## src/rtl/dtrs_pkg.sv

```systemverilog
`timescale 1ns / 1ps
`default_nettype none
// ----------------------------------------------------------------------------
// dtrs_pkg
// shared types and constants of the decision trail stack
// ----------------------------------------------------------------------------
package dtrs_pkg;

	localparam int LIT_W = 9;
	localparam int VAR_W = LIT_W - 1;

	typedef enum logic [1:0] {
		KIND_DECIDE    = 2'd0,
		KIND_BACKTRACK = 2'd1,
		KIND_CLEAR     = 2'd2
	} kind_t;

	typedef struct packed {
		logic [VAR_W-1:0] var_idx;
		logic             pos_tried;
		logic             neg_tried;
		logic             last_neg;
	} trail_entry_t;

	typedef struct packed {
		logic push;
		logic pop;
		logic load;
	} cell_ctrl_t;

endpackage
`default_nettype wire

```

## src/rtl/dpll_decision_trail_stack.sv

```systemverilog
`timescale 1ns / 1ps
`default_nettype none
// ----------------------------------------------------------------------------
// dpll_decision_trail_stack
// decision trail of a chronological backtracking solver, as a row of cells
// ----------------------------------------------------------------------------
// slave channel: one transfer per operation, tuser holds the kind (decide,
// backtrack, clear), tdata the decided literal (variable * 2 + negated).
// master channel: result transfers, tlast on the final result of an operation.
// decide and clear give one result, registered on the input transfer; a new
// operation can be taken in the same cycle as that result is taken, so these
// run at one operation per cycle while the receiver takes every result.
// backtrack gives one result per popped entry, then a final one; the top cell
// is examined once per cycle unless stalled; the row shifts up one slot per pop.
// the trail lives in a row of STACK_DEPTH cells with the top entry in cell 0;
// a push shifts every cell down by one, a pop shifts every cell up by one.
// reset empties the trail and drops any pending result; cell contents stay
// undefined until pushed.
// when the receiver stalls, the result register holds and no new input or
// backtrack step proceeds until it is taken.
// ----------------------------------------------------------------------------
module dpll_decision_trail_stack
	import dtrs_pkg::*;
#(
	parameter int STACK_DEPTH = 32
) (
	input  wire  logic        clk,
	input  wire  logic        arst_n,
	input  wire  logic        s_tvalid,
	output       logic        s_tready,
	input  wire  logic [15:0] s_tdata,  // literal_code[8:0], zero pad
	input  wire  logic [1:0]  s_tuser,  // kind[1:0]
	output       logic        m_tvalid,
	input  wire  logic        m_tready,
	output       logic [23:0] m_tdata,  // unassign_literal[8:0], suggest_literal[17:9], pad
	output       logic [3:0]  m_tuser,  // unassign_valid, suggest_valid, unsat, overflow
	output       logic        m_tlast
);

	localparam int CNT_W = $clog2(STACK_DEPTH + 1);
	localparam logic [CNT_W-1:0] DEPTH_C = CNT_W'(STACK_DEPTH);

	typedef enum logic [1:0] {
		S_IDLE = 2'b01,
		S_BT   = 2'b10
	} state_t;

	state_t           state_q, state_d;
	logic [CNT_W-1:0] count_q, count_d;
	logic             out_valid_q;
	logic [LIT_W-1:0] unassign_lit_q, suggest_lit_q;
	logic             unassign_valid_q, suggest_valid_q, unsat_q, overflow_q, last_q;

	trail_entry_t     cell_entry [STACK_DEPTH];
	trail_entry_t     top_e, new_e;
	cell_ctrl_t       row_ctrl;

	logic             out_free, accept;
	logic [LIT_W-1:0] lit;
	logic [VAR_W-1:0] lit_var;
	logic             lit_neg, top_match;

	logic             emit, e_uv, e_sv, e_unsat, e_ovf, e_last;
	logic [LIT_W-1:0] e_ul, e_sl;

	assign out_free = !out_valid_q || m_tready;
	assign s_tready = (state_q == S_IDLE) && out_free;
	assign accept   = s_tvalid && s_tready;

	assign lit       = s_tdata[LIT_W-1:0];
	assign lit_var   = lit[LIT_W-1:1];
	assign lit_neg   = lit[0];
	assign top_e     = cell_entry[0];
	assign top_match = (count_q != '0) && (top_e.var_idx == lit_var);

	always_comb begin
		state_d  = state_q;
		count_d  = count_q;
		row_ctrl = '0;
		new_e    = top_e;
		emit     = 1'b0;
		e_uv     = 1'b0;
		e_ul     = '0;
		e_sv     = 1'b0;
		e_sl     = '0;
		e_unsat  = 1'b0;
		e_ovf    = 1'b0;
		e_last   = 1'b0;
		case (state_q)
			S_IDLE: begin
				if (accept) begin
					case (s_tuser)
						KIND_DECIDE: begin
							emit   = 1'b1;
							e_last = 1'b1;
							if (top_match && lit_neg && top_e.pos_tried) begin
								new_e.neg_tried = 1'b1;
								new_e.last_neg  = 1'b1;
								row_ctrl.load   = 1'b1;
							end else if (top_match && !lit_neg && top_e.neg_tried) begin
								new_e.pos_tried = 1'b1;
								new_e.last_neg  = 1'b0;
								row_ctrl.load   = 1'b1;
							end else if (count_q == DEPTH_C) begin
								e_ovf = 1'b1;
							end else begin
								new_e.var_idx   = lit_var;
								new_e.pos_tried = !lit_neg;
								new_e.neg_tried = lit_neg;
								new_e.last_neg  = lit_neg;
								row_ctrl.push   = 1'b1;
								count_d         = count_q + 1'b1;
							end
						end
						KIND_BACKTRACK: begin
							state_d = S_BT;
						end
						KIND_CLEAR: begin
							emit    = 1'b1;
							e_last  = 1'b1;
							count_d = '0;
						end
						default: begin
							emit   = 1'b1;
							e_last = 1'b1;
						end
					endcase
				end
			end
			S_BT: begin
				if (out_free) begin
					emit = 1'b1;
					if (count_q == '0) begin
						e_unsat = 1'b1;
						e_last  = 1'b1;
						state_d = S_IDLE;
					end else if (top_e.pos_tried && top_e.neg_tried) begin
						e_uv         = 1'b1;
						e_ul         = {top_e.var_idx, top_e.last_neg};
						row_ctrl.pop = 1'b1;
						count_d      = count_q - 1'b1;
					end else begin
						e_uv    = 1'b1;
						e_ul    = {top_e.var_idx, !top_e.pos_tried};
						e_sv    = 1'b1;
						e_sl    = {top_e.var_idx, top_e.pos_tried};
						e_last  = 1'b1;
						state_d = S_IDLE;
					end
				end
			end
			default: begin
				state_d = S_IDLE;
			end
		endcase
	end

	for (genvar i = 0; i < STACK_DEPTH; i++) begin : g_cell
		cell_ctrl_t   c_ctrl;
		trail_entry_t c_prev, c_next;
		assign c_ctrl.push = row_ctrl.push;
		assign c_ctrl.pop  = row_ctrl.pop;
		if (i == 0) begin : g_head
			assign c_ctrl.load = row_ctrl.load;
			assign c_prev      = new_e;
		end else begin : g_body
			assign c_ctrl.load = 1'b0;
			assign c_prev      = cell_entry[i-1];
		end
		if (i == STACK_DEPTH - 1) begin : g_tail
			assign c_next = cell_entry[i];
		end else begin : g_link
			assign c_next = cell_entry[i+1];
		end
		dtrs_cell u_cell (
			.clk        (clk),
			.ctrl       (c_ctrl),
			.prev_entry (c_prev),
			.next_entry (c_next),
			.entry      (cell_entry[i])
		);
	end

	always_ff @(posedge clk or negedge arst_n) begin
		if (!arst_n) begin
			state_q     <= S_IDLE;
			count_q     <= '0;
			out_valid_q <= 1'b0;
		end else begin
			state_q <= state_d;
			count_q <= count_d;
			if (emit) begin
				out_valid_q <= 1'b1;
			end else if (m_tready) begin
				out_valid_q <= 1'b0;
			end
		end
	end

	always_ff @(posedge clk) begin
		if (emit) begin
			unassign_valid_q <= e_uv;
			unassign_lit_q   <= e_ul;
			suggest_valid_q  <= e_sv;
			suggest_lit_q    <= e_sl;
			unsat_q          <= e_unsat;
			overflow_q       <= e_ovf;
			last_q           <= e_last;
		end
	end

	assign m_tvalid = out_valid_q;
	assign m_tdata  = {6'd0, suggest_lit_q, unassign_lit_q};
	assign m_tuser  = {overflow_q, unsat_q, suggest_valid_q, unassign_valid_q};
	assign m_tlast  = last_q;

	// trail never holds more than its depth
	a_count_bound: assert property (@(posedge clk) disable iff (!arst_n)
		count_q <= DEPTH_C)
		else $error("trail count beyond depth");

	// outside a backtrack every pending result is the final one of its transfer
	a_idle_last: assert property (@(posedge clk) disable iff (!arst_n)
		(state_q == S_IDLE && out_valid_q) |-> last_q)
		else $error("non-final result pending while idle");

	// each pop removes exactly one entry
	a_pop_count: assert property (@(posedge clk) disable iff (!arst_n)
		(state_q == S_BT && row_ctrl.pop) |=> (count_q == $past(count_q) - 1'b1))
		else $error("pop did not shrink the trail by one");

	// unsat only reported with an empty trail
	a_unsat_empty: assert property (@(posedge clk) disable iff (!arst_n)
		(out_valid_q && unsat_q) |-> (count_q == '0))
		else $error("unsat with a non-empty trail");

endmodule
`default_nettype wire

```

## src/rtl/dtrs_cell.sv

```systemverilog
`timescale 1ns / 1ps
`default_nettype none
// ----------------------------------------------------------------------------
// dtrs_cell
// one trail slot; shifts down on push, up on pop, loads in place on update
// ----------------------------------------------------------------------------
module dtrs_cell
	import dtrs_pkg::*;
(
	input  wire  logic         clk,
	input  wire  cell_ctrl_t   ctrl,
	input  wire  trail_entry_t prev_entry,
	input  wire  trail_entry_t next_entry,
	output       trail_entry_t entry
);

	trail_entry_t entry_q;

	always_ff @(posedge clk) begin
		if (ctrl.push || ctrl.load) begin
			entry_q <= prev_entry;
		end else if (ctrl.pop) begin
			entry_q <= next_entry;
		end
	end

	assign entry = entry_q;

endmodule
`default_nettype wire
```

## config.mk

```make
export PLATFORM = sky130hd
export DESIGN_NAME = dpll_decision_trail_stack
export DESIGN_NICKNAME = d
export VERILOG_FILES = /design/src/rtl/dtrs_pkg.sv /design/src/rtl/dpll_decision_trail_stack.sv /design/src/rtl/dtrs_cell.sv
export SDC_FILE = /design/constraint.sdc
export NUM_CORES = 1
export LEC_CHECK = 0
export ABC_AREA = 0
export BUFFER_PORTS_ARGS = -buffer_cell sky130_fd_sc_hd__buf_2
export CORE_ASPECT_RATIO = 1.4
export CORE_MARGIN = 2
export CORE_UTILIZATION = 42
export DETAILED_ROUTE_END_ITERATION = 7
export PLACE_DENSITY = 0.54
export SYNTH_ARGS = -nofsm -noshare
export SYNTH_HDL_FRONTEND = slang
export SYNTH_SLANG_ARGS = --single-unit
```

## constraint.sdc

```tcl
create_clock -name clk -period 13 [get_ports clk]
set_input_delay 1.3 -clock clk [delete_from_list [all_inputs] [get_ports clk]]
set_output_delay 1.3 -clock clk [all_outputs]
set_load 0.02 [all_outputs]
```

* Word-level counts from Yosys, hierarchy flattened *
Index checks and enable logic that the tools add are counted.

operators by class
  add/subtract/negate cells = 2
  multipliers = 0
  div/mod/pow operators = 0
  $lt $le $gt $ge = 0
  equality and inequality tests = 26
  shift-type cells = 0
  mux-type cells = 116
  bitwise operators = 5
  reduce and logical (&&, ||, !) cells = 30

operators with widths
  cell                 count
  $mux 11              66
  $mux 6               7
  $mux 1               30
  $pmux 6 s2           2
  $ne 3x3->1 const B   7
  $ne 2x2->1 const B   10
  $mux 2               6
  $reduce_and 6->1     2
  $mux 9               1
  $reduce_and 9->1     1
  $eq 8x8->1           1
  $logic_and 1x1->1    8
  $mux 8               1
  $reduce_bool 2->1    4
  $reduce_and 7->1     1
  $add 6x1->6 const B  1
  $eq 6x6->1 const B   1
  $logic_not 6->1      1
  $reduce_bool 6->1    1
  $sub 6x1->6 const B  1
  $not 1->1            5
  $reduce_and 5->1     1
  $reduce_or 5->1      1
  $eq 2x1->1 const B   2
  13 further kinds     18

word-level totals
  register bits = 384
  latch bits = 0
  RAM bits = 0
  bits in read-only memories = 0
  word-level logic and storage cells = 317
  memories kept = 0

* Depth between registers and ports, before layout *
  depth after elaboration = 12
  depth in mapped cells = 10

* Modules after synthesis *
From an unflattened synthesis, not the netlist that was laid out.

second synthesis, totals
  cell total of the unflattened synthesis = 997
  area, all modules = 18550.3 µm²

modules (own cells, without submodules)
  module                     instances  cells each  area an instance (µm²)
  dtrs_cell                  32         25          516.7
  dpll_decision_trail_stack  1          197         2014.4

* Worst setup path before layout *
No wires, ideal clock.

  path kind = input-to-reg
  start point = input s_tuser[0]
  end point = register g_cell[10].u_cell.entry_q (netlist bit g_cell[10].u_cell.entry[0]) (enable)
  arrival = 10.529 ns
  data required time = 12.248 ns
  setup slack = 1.719 ns
  cell stages on the path = 6
  path buffers = 2
  cell sequence = nor3b_1 nand3_1 nor3b_2 buf_6 buf_2 nand2b_1

on the way
  cells in the longest elaborated chain, start to end = 5

ends and longest elaborated chain
  element                             RTL line                         RTL
  start: declaration                  dpll_decision_trail_stack.sv:32  input wire logic [1:0] s_tuser,
  $logic_not 2->1                     dpll_decision_trail_stack.sv:92  case (s_tuser)
  $mux 1                              dpll_decision_trail_stack.sv:92
  $mux 1                              dpll_decision_trail_stack.sv:91  if (accept) begin
  $mux 1                              dpll_decision_trail_stack.sv:89  case (state_q)
  $reduce_bool 2->1 (no source line)  -
  end signal: assignment              dtrs_cell.sv:21                  entry_q <= prev_entry;
  end signal: assignment              dtrs_cell.sv:23                  entry_q <= next_entry;
  end: declaration                    dtrs_cell.sv:17                  trail_entry_t entry_q;

Every way passes these cells.
A chain may end at the register's enable or synchronous reset.

* Worst setup path after layout *
  start point = input s_tuser[0]
  end point = register g_cell[27].u_cell.entry_q (netlist bit g_cell[27].u_cell.entry[6]) (data pin)

on the way
  cells in the longest elaborated chain, start to end = 5

ends and longest elaborated chain
  element                 RTL line                         RTL
  $logic_not 2->1         dpll_decision_trail_stack.sv:92
  $mux 1                  dpll_decision_trail_stack.sv:92
  $mux 1                  dpll_decision_trail_stack.sv:91
  $mux 1                  dpll_decision_trail_stack.sv:89
  $mux 11                 dtrs_cell.sv:20                  if (ctrl.push || ctrl.load) begin
  end signal: assignment  dtrs_cell.sv:21
  end signal: assignment  dtrs_cell.sv:23
  end: declaration        dtrs_cell.sv:17

Every way passes these cells.

==> implementation parameters <==
Parameter                              Value

Floorplan
  Die Wd    179 microns
  Effective utilization at floorplan    0.427
  Boundary pin count    53
  Height of the chip    249 microns
  # rows    89
  Core area    42200 sq um
  Total Die Area    44600 sq um

Drt
  WL/cell    17.1 microns
  Via density    5.06
  Antenna violation net count after detailed routing    0
  Routed Wire Length    26400 microns
  1st-pass router iterations    4
  Vias    7808
  Detailed-route DRC error count    0
  DRC marker count from the first detailed-route iteration    approximately 730

Finish
  Share of cells above drive strength 1    0.445
  Number of diodes    0
  Number of nets in the layout    approximately 1000
  Signed area change from the synthesized netlist to the final layout    8.35%

STA
  Final setup violation count    0
  Shortest clock period the worst path allows after layout    just under 6 ns
  Count of pins over their slew limit    0
  Setup repair after global routing missed its margin    false
  Slew of the pin with the lowest slew margin    1.25 ns
  Final Hold Violating Endpoints    0
  Period Utilization, post-route    0.444
  Max-Slew Margin vs Limit    0.165
  Worst hold slack after final layout    0.452 ns
  Achievable Freq    0.173 GHz
  Final sum of negative setup slack    0 ns
  Clock Skew    0.0189 ns

Global routing
  First-pass GRT wire length    44000 microns
  Maximum number of pins on one net before global-route repair    just under 200
  Aggregate global-route resource usage    0.119
  Antenna violations before repair    0
  Via count of the first global-routing pass    8111
  Aggregate global routing overflow    0

Synthesis
  Combinational family with the most area after synthesis    multiplexers
  Post-Syn Area per Cell    slightly below 20 sq um
  Seq/Total Area, Yosys    0.638
  Flops & latches, synth    384
  Post-synthesis xor/xnor area fraction    0.00389
  Post-synth EDFFs    375
  Simple-Gate Fraction of Synth Area    0.0268
  Gate count of the mapped netlist    934
  Yosys Warn Count    0
  Count of distinct cell types in the synthesized netlist    52
  Mux cell area share after synthesis    0.273
  Dominant synthesized flop cell    edfxtp_1
  Cell area after synthesis    18000 sq um
  Area share of fa/ha/maj cells after synthesis    0.00278
  Share of flip-flops with an asynchronous set or reset    0.0234
  Compound-Gate Fraction of Synth Area    0.0151

Clocking
  Maximum clock path buffer count    3
  Cell at the root of the clock tree    clkbuf_16
  Source-to-sink clock delay at the later pin of the worst-skew pair    0.53 ns
  H-tree Lvls    2
  Gates resized, CTS repair    0
  Number of post-CTS setup repair buffers    0
  Clock sinks    384
  Inserted Clock Buffers    40
  Clock transition at path regs    0.06 ns
  TritonCTS clock tree    done
  Number of buffers inserted by hold repair at cts    0

Power
  Leakage power    5.64 nW
  Power per cell area    155 nW/um^2
  Peak supply drop    0.0000818 V

Worst setup path
  Maximum single-stage delay on the critical path    0.97 ns
  Count of buffer and inverter cells on the critical path    4
  Data required time of the worst path    13.28 ns
  Crit Path Max Fanout    between 60 and 70
  Startpoint class of the critical path    primary input
  Worst Setup Path Type    primary input to flip-flop
  CP top delay family    buffers and inverters
  Library cell appearing most often on the critical path    buf_4
  Cell with the largest stage delay on the worst path    buf_4
  CP Capture Type    flip-flop
  Critical path cell sequence    buf_2 -> nor3b_1 -> nand3_1 -> nor3b_4 -> buf_4 -> buf_4 -> buf_4 -> mux2_2
  Critical Path AT    6.05 ns

Status
  Run status    finished, final reports clean

Placed design
  Number of input and output port buffers inserted    39
  Routability congestion estimate    0.762
  Placed wire-length estimate after detailed placement    14500 microns

Job
  # Max-Cap Violations    0

Hold path
  Worst Hold Class    flip-flop to flip-flop
## path summary, 6_finish.rpt
path                                             from                         end  slack [ns]  cells past startpoint
max                                        s_tuser[0]  g_cell[27].u_cell.entry[6]        7.23                      8
min                        g_cell[30].u_cell.entry[9]  g_cell[31].u_cell.entry[9]        0.45                      0
max reg2reg                                state_q[0]  g_cell[27].u_cell.entry[6]        7.24                      8
min reg2reg                g_cell[30].u_cell.entry[9]  g_cell[31].u_cell.entry[9]        0.45                      0
max in group asynchronous                      arst_n                  state_q[0]       12.11                      1
min in group asynchronous                      arst_n                    m_tvalid        0.63                      1
## cell usage in the layout (no fill, tap or decap), types with 2 or more instances in the layout
cell type / Yosys / final
edfxtp_1: 375 / 375
mux2_4: 280 / 280
mux2_2: 61 / 61
clkbuf_16: 0 / 41
buf_2: 8 / 39
nand2_1: 21 / 21
a21oi_1: 15 / 15
nor2_1: 13 / 13
and2_1: 11 / 11
and3_1: 11 / 11
nand3_1: 10 / 10
clkinv_1: 0 / 10
inv_1: 9 / 9
o21ai_0: 9 / 9
clkbuf_1: 5 / 9
xnor2_1: 8 / 8
dfrtp_1: 8 / 8
conb_1: 1 / 6
buf_4: 10 / 5
nand2b_1: 5 / 4
ha_1: 4 / 4
clkinv_2: 0 / 4
bufinv_16: 0 / 3
nor3b_1: 2 / 2
nor3b_4: 1 / 2
o211ai_1: 2 / 2
o2111ai_1: 2 / 2
a21o_1: 2 / 2
nand4_1: 2 / 2
nor4_1: 2 / 2
a31oi_1: 2 / 2
buf_12: 22 / 2
## worst reg2reg max path, delay by kind of cell, from the launching register on
kind | cells | cell delay (ns)
adders and majority gates | 1 | 0.30
muxes | 1 | 0.48
buffers and inverters | 3 | 2.86
and+or+nand+nor | 3 | 1.32
DFF | 1 | 0.54
## per-layer routing
metal / part of all wire / global-route usage
met1: 0.49 / 0.173
met2: 0.45 / 0.178
met3: 0.033 / 0.0223
met4: 0.029 / 0.0455
met5: 0 / 0
## state kept, by name (all words and copies together) (netlist names), 2 cells and up
signal	count
unassign_lit_q	9
state_q	2
g_cell.u_cell.entry	352
suggest_lit_q	9
count_q	6
## stage by stage
stage / setup slack (ns) / instance area [sq um] / total power, mW / cells / util
after floorplan: 1.72 / 18000 / 1.94 / 939 / -
after global placement: 6.69 / 18300 / 1.95 / 1475 / 0.434
after detailed placement: 6.70 / 18300 / 1.96 / 1475 / 0.434
after CTS: 7.21 / 19500 / 3.07 / 1542 / 0.462
after global routing: 6.85 / 19500 / 3.15 / 1542 / 0.462
final: 7.23 / 19500 / 3.02 / 1542 / 0.462
## logic make-up after synthesis
logic type,Yosys count
other,1
xor gates and xnor gates,8
DFF,384
buffers and inverters,65
muxes,343
adders and majority gates,4
AOI/OAI and AO/OA,42
and+or+nand+nor,87
## report_power, final
group          leakage (nW)  internal (mW)  switching, mW  total [mW]
combinational          2.54          0.142          0.277       0.419
sequential             2.52           1.47         0.0359        1.51
clock                 0.590          0.633          0.463        1.10
total                  5.64           2.25          0.776        3.02
## cell usage after synthesis, types with 2 or more instances
library cell / instances / area share
a21o_1: 2 / 0.00083
a21oi_1: 15 / 0.0042
a31oi_1: 2 / 0.00069
and2_1: 11 / 0.0038
and3_1: 11 / 0.0038
buf_12: 22 / 0.024
buf_2: 8 / 0.0022
buf_4: 10 / 0.0042
buf_6: 10 / 0.0063
clkbuf_1: 5 / 0.0010
dfrtp_1: 8 / 0.011
edfxtp_1: 375 / 0.63
ha_1: 4 / 0.0028
inv_1: 9 / 0.0019
mux2_2: 61 / 0.038
mux2_4: 280 / 0.23
nand2_1: 21 / 0.0044
nand2b_1: 5 / 0.0017
nand3_1: 10 / 0.0028
nand4_1: 2 / 0.00069
nor2_1: 13 / 0.0027
nor3b_1: 2 / 0.00083
nor4_1: 2 / 0.00069
o2111ai_1: 2 / 0.00097
o211ai_1: 2 / 0.00083
o21ai_0: 9 / 0.0025
xnor2_1: 8 / 0.0039
## layout make-up
type                            instances  area (sq um)
Clock buffer                           50          1060
Clock inverter                         17           148
Fill cell                            3589         22700
Inverter                                9          33.8
Multi-Input combinational cell        490          5820
Sequential cell                       384         11500
Tap cell                              546           683
Timing Repair Buffer                   46           273
Power figures use the tool's default switching activity.
